File: config.mk
export PLATFORM = sky130hd
export DESIGN_NAME = color_key_run_extractor
export DESIGN_NICKNAME = d
export VERILOG_FILES = /design/src/rtl/ckre_pkg.sv /design/src/rtl/color_key_run_extractor.sv
export SDC_FILE = /design/constraint.sdc
export NUM_CORES = 1
export LEC_CHECK = 0
export BUFFER_PORTS_ARGS = -buffer_cell sky130_fd_sc_hd__buf_2
export CAP_MARGIN = 20
export CORE_ASPECT_RATIO = 0.75
export CORE_MARGIN = 1.5
export CORE_UTILIZATION = 25
export CTS_BUF_LIST = sky130_fd_sc_hd__clkbuf_2 sky130_fd_sc_hd__clkbuf_4 sky130_fd_sc_hd__clkbuf_8
export CTS_CLUSTER_SIZE = 40
export DETAILED_ROUTE_END_ITERATION = 8
export GPL_ROUTABILITY_DRIVEN = 0
export PLACE_DENSITY_LB_ADDON = 0.3
export SYNTH_ARGS = -nofsm -noshare
export SYNTH_HDL_FRONTEND = slang
export SYNTH_SLANG_ARGS = --single-unit
File: constraint.sdc
create_clock -name aclk -period 23.7 [get_ports aclk]
set_input_delay 4.74 -clock aclk [delete_from_list [all_inputs] [get_ports aclk]]
set_output_delay 4.74 -clock aclk [all_outputs]
set_load 0.01 [all_outputs]
File: src/rtl/ckre_pkg.sv
package ckre_pkg;

    localparam int MAX_WIDTH   = 2048;
    localparam int MAX_HEIGHT  = 2048;
    localparam int BATCH_LIMIT = 2000;

    localparam int CHAN_W  = 8;
    localparam int SIZE_W  = 12;
    localparam int POS_W   = 11;
    localparam int EDGE_W  = 12;
    localparam int COUNT_W = 11;
    localparam int CFG_W   = 12;
    localparam int IDX_W   = 3;

    localparam int IN_DATA_W  = 24;
    localparam int OUT_DATA_W = 96;
    localparam int OUT_USER_W = 2;

    localparam logic [SIZE_W-1:0]  MAX_WIDTH_C   = SIZE_W'(MAX_WIDTH);
    localparam logic [SIZE_W-1:0]  MAX_HEIGHT_C  = SIZE_W'(MAX_HEIGHT);
    localparam logic [COUNT_W-1:0] BATCH_LIMIT_C = COUNT_W'(BATCH_LIMIT);
    localparam logic [EDGE_W-1:0]  BOX_EMPTY     = '1;
    localparam logic [CHAN_W:0]    CHAN_MAX      = (CHAN_W+1)'(255);

    typedef enum logic [IDX_W-1:0] {
        REG_KEY_RED    = 3'd0,
        REG_KEY_GREEN  = 3'd1,
        REG_KEY_BLUE   = 3'd2,
        REG_TOL_RED    = 3'd3,
        REG_TOL_GREEN  = 3'd4,
        REG_TOL_BLUE   = 3'd5,
        REG_WIDTH      = 3'd6,
        REG_HEIGHT     = 3'd7
    } reg_index_t;

    typedef struct packed {
        logic               run_valid;
        logic [POS_W-1:0]   run_left;
        logic [EDGE_W-1:0]  run_right;
        logic [POS_W-1:0]   run_row;
        logic               batch_end;
        logic [COUNT_W-1:0] batch_count;
        logic [EDGE_W-1:0]  bound_left;
        logic [POS_W-1:0]   bound_top;
        logic [EDGE_W-1:0]  bound_right;
        logic [EDGE_W-1:0]  bound_bottom;
        logic               frame_end;
    } result_t;

    function automatic logic chan_in_key(input logic [CHAN_W-1:0] v,
                                         input logic [CHAN_W-1:0] key,
                                         input logic [CHAN_W-1:0] tol);
        logic [CHAN_W:0] hi;
        hi = {1'b0, key} + {1'b0, tol};
        if (hi > CHAN_MAX) begin
            hi = CHAN_MAX;
        end
        return (v >= key) && ({1'b0, v} <= hi);
    endfunction

    function automatic logic [SIZE_W-1:0] clamp_size(input logic [SIZE_W-1:0] v,
                                                     input logic [SIZE_W-1:0] max);
        if (v == '0) begin
            return SIZE_W'(1);
        end else if (v > max) begin
            return max;
        end
        return v;
    endfunction

endpackage

File: src/rtl/color_key_run_extractor.sv
// Colour-key run extractor. Pixels arrive one per item in raster order (s_tdata: red, green,
// blue from bit 0 up); a pixel is transparent when each channel lies in [key, min(255, key+tol)].
// Every closed horizontal run of opaque pixels gives one result item carrying left, exclusive
// right and row, together with the running batch count and bounding box; the last pixel of the
// image always gives a result (m_tlast high), and a batch closes at 2000 runs or at frame end.
// One pixel is taken every clock cycle unless a result must wait on m_tready; each pixel is held
// in the input register and its result in the result register. That rate is set by the run and
// batch bookkeeping, updated once per pixel between them. Configuration must be written through
// cfg_we/cfg_index/cfg_wdata only while no pixel is in flight; the block does not enforce it.
module color_key_run_extractor (
    input  logic                               aclk,
    input  logic                               aresetn,

    input  logic                               cfg_we,
    input  logic [ckre_pkg::IDX_W-1:0]         cfg_index,
    input  logic [ckre_pkg::CFG_W-1:0]         cfg_wdata,

    input  logic                               s_tvalid,
    output logic                               s_tready,
    // pixel_red, pixel_green, pixel_blue
    input  logic [ckre_pkg::IN_DATA_W-1:0]     s_tdata,

    output logic                               m_tvalid,
    input  logic                               m_tready,
    // run_left, run_right, run_row, batch_count, bound_left, bound_top, bound_right,
    // bound_bottom, zero padding
    output logic [ckre_pkg::OUT_DATA_W-1:0]    m_tdata,
    // run_valid, batch_end
    output logic [ckre_pkg::OUT_USER_W-1:0]    m_tuser,
    // frame_end
    output logic                               m_tlast
);

    localparam int CW = ckre_pkg::CHAN_W;
    localparam int SW = ckre_pkg::SIZE_W;
    localparam int PW = ckre_pkg::POS_W;
    localparam int EW = ckre_pkg::EDGE_W;
    localparam int NW = ckre_pkg::COUNT_W;

    // configuration
    logic [CW-1:0] key_red_reg, key_green_reg, key_blue_reg;
    logic [CW-1:0] tol_red_reg, tol_green_reg, tol_blue_reg;
    logic [SW-1:0] width_reg, height_reg;

    always_ff @(posedge aclk) begin
        if (!aresetn) begin
            key_red_reg   <= CW'(255);
            key_green_reg <= '0;
            key_blue_reg  <= CW'(255);
            tol_red_reg   <= '0;
            tol_green_reg <= '0;
            tol_blue_reg  <= '0;
            width_reg     <= ckre_pkg::MAX_WIDTH_C;
            height_reg    <= ckre_pkg::MAX_HEIGHT_C;
        end else if (cfg_we) begin
            unique case (ckre_pkg::reg_index_t'(cfg_index))
                ckre_pkg::REG_KEY_RED:   key_red_reg   <= cfg_wdata[CW-1:0];
                ckre_pkg::REG_KEY_GREEN: key_green_reg <= cfg_wdata[CW-1:0];
                ckre_pkg::REG_KEY_BLUE:  key_blue_reg  <= cfg_wdata[CW-1:0];
                ckre_pkg::REG_TOL_RED:   tol_red_reg   <= cfg_wdata[CW-1:0];
                ckre_pkg::REG_TOL_GREEN: tol_green_reg <= cfg_wdata[CW-1:0];
                ckre_pkg::REG_TOL_BLUE:  tol_blue_reg  <= cfg_wdata[CW-1:0];
                ckre_pkg::REG_WIDTH:     width_reg     <= cfg_wdata[SW-1:0];
                ckre_pkg::REG_HEIGHT:    height_reg    <= cfg_wdata[SW-1:0];
                default: ;
            endcase
        end
    end

    // input register
    logic                              in_valid_reg;
    logic [ckre_pkg::IN_DATA_W-1:0]    in_data_reg;
    logic                              advance;
    logic                              produce;
    logic                              out_free;

    logic              m_valid_reg;
    ckre_pkg::result_t result_reg;
    ckre_pkg::result_t result_next;

    assign out_free = !m_valid_reg || m_tready;
    assign advance  = in_valid_reg && (out_free || !produce);
    assign s_tready = !in_valid_reg || advance;

    always_ff @(posedge aclk) begin
        if (!aresetn) begin
            in_valid_reg <= 1'b0;
        end else if (s_tready) begin
            in_valid_reg <= s_tvalid;
        end
    end

    always_ff @(posedge aclk) begin
        if (s_tvalid && s_tready) begin
            in_data_reg <= s_tdata;
        end
    end

    // per-pixel state
    logic [PW-1:0] column_reg, column_next;
    logic [PW-1:0] row_reg, row_next;
    logic          run_open_reg, run_open_next;
    logic [PW-1:0] first_col_reg, first_col_next;
    logic [NW-1:0] runs_reg, runs_next;
    logic [EW-1:0] box_left_reg, box_left_next;
    logic [EW-1:0] box_top_reg, box_top_next;
    logic [EW-1:0] box_right_reg, box_right_next;
    logic [EW-1:0] box_bottom_reg, box_bottom_next;

    logic [SW-1:0] width_eff, height_eff;
    logic          transparent;
    logic          row_end, frame_end;
    logic          emit, batch_end;
    logic [PW-1:0] left;
    logic [EW-1:0] right;
    logic [EW-1:0] row_ext, row_plus;
    logic [SW-1:0] col_plus;
    logic [NW-1:0] runs_emit;
    logic [EW-1:0] bl, bt, br, bb;

    always_comb begin
        width_eff  = ckre_pkg::clamp_size(width_reg, ckre_pkg::MAX_WIDTH_C);
        height_eff = ckre_pkg::clamp_size(height_reg, ckre_pkg::MAX_HEIGHT_C);
        transparent = ckre_pkg::chan_in_key(in_data_reg[CW-1:0], key_red_reg, tol_red_reg)
                   && ckre_pkg::chan_in_key(in_data_reg[2*CW-1:CW], key_green_reg,
                                            tol_green_reg)
                   && ckre_pkg::chan_in_key(in_data_reg[3*CW-1:2*CW], key_blue_reg,
                                            tol_blue_reg);
        col_plus  = {1'b0, column_reg} + SW'(1);
        row_ext   = {1'b0, row_reg};
        row_plus  = row_ext + EW'(1);
        row_end   = col_plus >= width_eff;
        frame_end = row_end && (row_plus >= height_eff);

        emit           = 1'b0;
        left           = first_col_reg;
        right          = {1'b0, column_reg};
        run_open_next  = run_open_reg;
        first_col_next = first_col_reg;
        if (transparent) begin
            emit          = run_open_reg;
            run_open_next = 1'b0;
        end else begin
            if (!run_open_reg) begin
                left           = column_reg;
                first_col_next = column_reg;
            end
            run_open_next = !row_end;
            if (row_end) begin
                emit  = 1'b1;
                right = col_plus;
            end
        end

        // batch bookkeeping, the run joins the box before it is reported
        runs_emit = runs_reg;
        bl = box_left_reg;
        bt = box_top_reg;
        br = box_right_reg;
        bb = box_bottom_reg;
        if (emit) begin
            runs_emit = runs_reg + NW'(1);
            if ({1'b0, left} < bl) bl = {1'b0, left};
            if (row_ext < bt)      bt = row_ext;
            if (right > br)        br = right;
            if (row_plus > bb)     bb = row_plus;
        end
        batch_end = (emit && (runs_emit >= ckre_pkg::BATCH_LIMIT_C)) || frame_end;
        produce   = emit || frame_end;

        result_next.run_valid    = emit;
        result_next.run_left     = emit ? left : '0;
        result_next.run_right    = emit ? right : '0;
        result_next.run_row      = emit ? row_reg : '0;
        result_next.batch_end    = batch_end;
        result_next.batch_count  = runs_emit;
        result_next.bound_left   = (runs_emit != '0) ? bl : '0;
        result_next.bound_top    = (runs_emit != '0) ? bt[PW-1:0] : '0;
        result_next.bound_right  = (runs_emit != '0) ? br : '0;
        result_next.bound_bottom = (runs_emit != '0) ? bb : '0;
        result_next.frame_end    = frame_end;

        if (batch_end) begin
            runs_next       = '0;
            box_left_next   = ckre_pkg::BOX_EMPTY;
            box_top_next    = ckre_pkg::BOX_EMPTY;
            box_right_next  = '0;
            box_bottom_next = '0;
        end else begin
            runs_next       = runs_emit;
            box_left_next   = bl;
            box_top_next    = bt;
            box_right_next  = br;
            box_bottom_next = bb;
        end

        if (frame_end) begin
            run_open_next  = 1'b0;
            first_col_next = '0;
        end

        if (row_end) begin
            column_next = '0;
            row_next    = frame_end ? '0 : row_plus[PW-1:0];
        end else begin
            column_next = col_plus[PW-1:0];
            row_next    = row_reg;
        end
    end

    always_ff @(posedge aclk) begin
        if (!aresetn) begin
            column_reg     <= '0;
            row_reg        <= '0;
            run_open_reg   <= 1'b0;
            first_col_reg  <= '0;
            runs_reg       <= '0;
            box_left_reg   <= ckre_pkg::BOX_EMPTY;
            box_top_reg    <= ckre_pkg::BOX_EMPTY;
            box_right_reg  <= '0;
            box_bottom_reg <= '0;
        end else if (advance) begin
            column_reg     <= column_next;
            row_reg        <= row_next;
            run_open_reg   <= run_open_next;
            first_col_reg  <= first_col_next;
            runs_reg       <= runs_next;
            box_left_reg   <= box_left_next;
            box_top_reg    <= box_top_next;
            box_right_reg  <= box_right_next;
            box_bottom_reg <= box_bottom_next;
        end
    end

    // result register
    always_ff @(posedge aclk) begin
        if (!aresetn) begin
            m_valid_reg <= 1'b0;
        end else if (advance && produce) begin
            m_valid_reg <= 1'b1;
        end else if (m_tready) begin
            m_valid_reg <= 1'b0;
        end
    end

    always_ff @(posedge aclk) begin
        if (advance && produce) begin
            result_reg <= result_next;
        end
    end

    assign m_tvalid = m_valid_reg;
    assign m_tdata  = {4'b0000,
                       result_reg.bound_bottom,
                       result_reg.bound_right,
                       result_reg.bound_top,
                       result_reg.bound_left,
                       result_reg.batch_count,
                       result_reg.run_row,
                       result_reg.run_right,
                       result_reg.run_left};
    assign m_tuser  = {result_reg.batch_end, result_reg.run_valid};
    assign m_tlast  = result_reg.frame_end;

endmodule

==> flow_summary.json <==
{
  "placed_cell_area_um2": 16900,
  "postCtsSetupBuffers": 0,
  "grt-ovfl-total": 0,
  "layout_commonest_cell": "nand2_1",
  "maxCapViolations": 0,
  "io_buffers": 140,
  "dr.first_iter.drc_count": 703,
  "fin_setup_tns_ns": 0,
  "synth_xor_area_share_pct": 3.22,
  "setup-violations-final": 0,
  "r2r_slack_ns": 16.36,
  "yosys.cell_types.count": 74,
  "hold_end": "tol_red_reg[2]$_SDFFE_PN0P_",
  "cts_buffer_depth": 3,
  "grt_usage_pct": 13.3,
  "cp.required_ns": 18.96,
  "synth-compound-area-share_pct": 16.6,
  "hp-start": "tol_red_reg[2]$_SDFFE_PN0P_",
  "synthMuxAreaShare_pct": 2.04,
  "ys_seq_elements": 286,
  "drive_above_1_share_pct": 15.7,
  "fp.dieW_um": 290,
  "p_leak_nw": 7.84,
  "drc_errors": 0,
  "worst_pin_slew_ns": 1.02,
  "min_path_cells": 2,
  "synth_top_area_share_pct": 23.1,
  "rsz0062_at_grt": "false",
  "ys_seq_area_share_pct": 44.7,
  "r2r_cells": 28,
  "fmax_mhz": 98.3,
  "clock_latency_ns": 0.64,
  "status": "finished clean",
  "slew_headroom_pct": 32.1,
  "cpPeakStageDelay_ns": 0.19,
  "routed_via_density": 4.67,
  "ctsRootBufferMaster": "clkbuf_8",
  "syn_avg_cell_area_um2": 9.38,
  "area_growth_pct": 17.1,
  "synth.largest_area_cell": "edfxtp_1",
  "hold_viol_final": 0,
  "synthTopCellsByArea": "edfxtp_1, dfxtp_1, ha_1",
  "drt_first_pass_iters": 5,
  "cts.repair.resized": 0,
  "postCtsHoldBufs": 0,
  "crit_buf_inv": 3,
  "largest_register_ffs": 92,
  "synth-simple-area-share_pct": 15.7,
  "grt_pass1_vias": 12000,
  "peakVddDrop_uv": 35.3,
  "multiInputGateArea_um2": 7730,
  "fin_nets": 1955,
  "critPathLaunchType": "primary input",
  "fin_crit_ns": 10.17,
  "grt_pass1_wl_um": 67100,
  "synth_top_flop_cell": "dfxtp_1",
  "report.final.slew_viol_count": 0,
  "ys_async_sr_fraction_pct": 0,
  "crit_start": "m_tready",
  "rr_endpoint": "box_right_reg[6]$_SDFFE_PN0P_",
  "power.density_nw_per_um2": 63.2,
  "wl_per_cell_um": 16.3,
  "clkTransAtPathRegs_ns": 0.06,
  "n_fill_cell": 6351,
  "start_util_pct": 25.4,
  "postSynthCellCount": 1648,
  "final_cell_mix": "nand2_1, a21oi_1, dfxtp_1, nor2_1, ha_1",
  "report.power.total_mw": 1.14,
  "core_um2": 60800,
  "dp_hpwl_um": 30900,
  "seq_area_um2": 6920,
  "arrival_ns": 5.43,
  "ant_nets": 0,
  "design_area_um2": 18100,
  "die_y_um": 218,
  "path_cells": "buf_2 -> nor2b_1 -> buf_4 -> nand3_1 -> buf_2",
  "synth_edf_count": 119,
  "clock_sink_count": 286,
  "cts_buffers": 54,
  "die-area_um2": 63400,
  "cp_top_family": "buffers and inverters",
  "rows": 78,
  "vias": 12200,
  "synth_top_family_by_area": "compound AO/OA/AOI/OAI gates",
  "reg2reg_from": "key_green_reg[0]$_SDFFE_PN0P_",
  "synth_area_um2": 15500,
  "fin_skew_ns": 0.0231,
  "hold_class": "reg -> reg",
  "path_max_fanout": 6,
  "synth-adder-area-share_pct": 12.0,
  "critical_path_class": "in -> out",
  "htree_levels": 2,
  "crit_path_frequent_cell": "buf_2",
  "critPathSlowestCell": "buf_4",
  "yosysWarnings": 0,
  "period_share_pct": 42.9,
  "cts_tree": "yes",
  "grt_max_degree": 79,
  "antenna_found_initial": 2,
  "drt_wl_total_um": 42600,
  "io_pins": 145,
  "worstSetupEndpointType": "output pin"
}
[Yosys cell counts, types with 17 or more instances]
master / instances
buf_2: 18
mux2i_1: 27
xor2_1: 22
nor2_1: 149
inv_1: 110
o21ai_0: 34
a22o_1: 22
o211ai_1: 22
nand3_1: 32
nor2b_1: 27
nand4_1: 17
and3_1: 21
a21o_1: 17
xnor2_1: 33
a21oi_1: 182
nand2_1: 194
edfxtp_1: 119
clkbuf_1: 58
dfxtp_1: 167
ha_1: 144
[metrics by stage]
stage | hold WS (ns) | utilization (%) | worst slack (ns) | std cells
2_1_floorplan | 0.432 | - | 13.04 | 1651
6_report | 0.459 | 29.8 | 13.53 | 2611
3_3_place_gp | 0.448 | 27.8 | 13.50 | 2506
5_1_grt | 0.483 | 29.8 | 13.28 | 2610
3_5_place_dp | 0.450 | 27.8 | 13.53 | 2506
4_1_cts | 0.461 | 29.7 | 13.53 | 2608
[kinds of logic after synthesis]
logic type | count (synthesis)
AND/OR/NAND/NOR | 521
AO/OA/AOI/OAI | 395
flip-flops | 286
buffers and inverters | 213
adder cells (fa/ha/maj) | 147
XOR/XNOR | 56
multiplexers | 29
other | 1
[layout make-up]
type                    count  area share (%)
multi-input cells        1152            42.7
inverters                 113            2.34
repair buffers            157            4.62
clock inverters            19           0.933
flip-flops and latches    286            38.2
clock buffers              83            5.66
well taps                 800            5.53
diodes                      1          0.0138
[where the power goes]
part	total (mW)	switching, mW	leakage [nW]	internal [mW]
logic	0.0878	0.0556	4.64	0.0322
registers	0.528	0.00677	2.57	0.521
clock network	0.529	0.221	0.632	0.308
total	1.14	0.284	7.84	0.861
[worst register-to-register path: cells and delay by family (launching register included)]
kind / cells / cell delay (ns)
and+or+nand+nor: 12 / 2.64
DFF: 1 / 0.33
AOI/OAI and AO/OA: 10 / 2.38
xor gates and xnor gates: 1 / 0.53
buffers and inverters: 1 / 0.14
adders and majority gates: 4 / 1.22
[routing by layer]
layer,track usage (%),up-vias,wire [um],part of all wire [%]
met1,18.7,5758,21100,50
met4,4.09,0,1040,2.4
met5,0,-,0,0
met3,2.87,69,2230,5.2
li1,-,6088,-,-
met2,20.4,268,18200,43
[worst max path at each step]
| stage | depth (start not counted) | to | slack (ns) |
|---|---|---|---|
| global route | 21 | s_tready | 13.28 |
| CTS | 5 | s_tready | 13.53 |
| detailed placement | 5 | s_tready | 13.53 |
| global placement | 5 | s_tready | 13.50 |
| finish | 5 | s_tready | 13.53 |
| floorplan | 5 | m_tdata[0]$_SDFFCE_PP0P_ | 13.04 |
(Power assumes the default switching activity.)
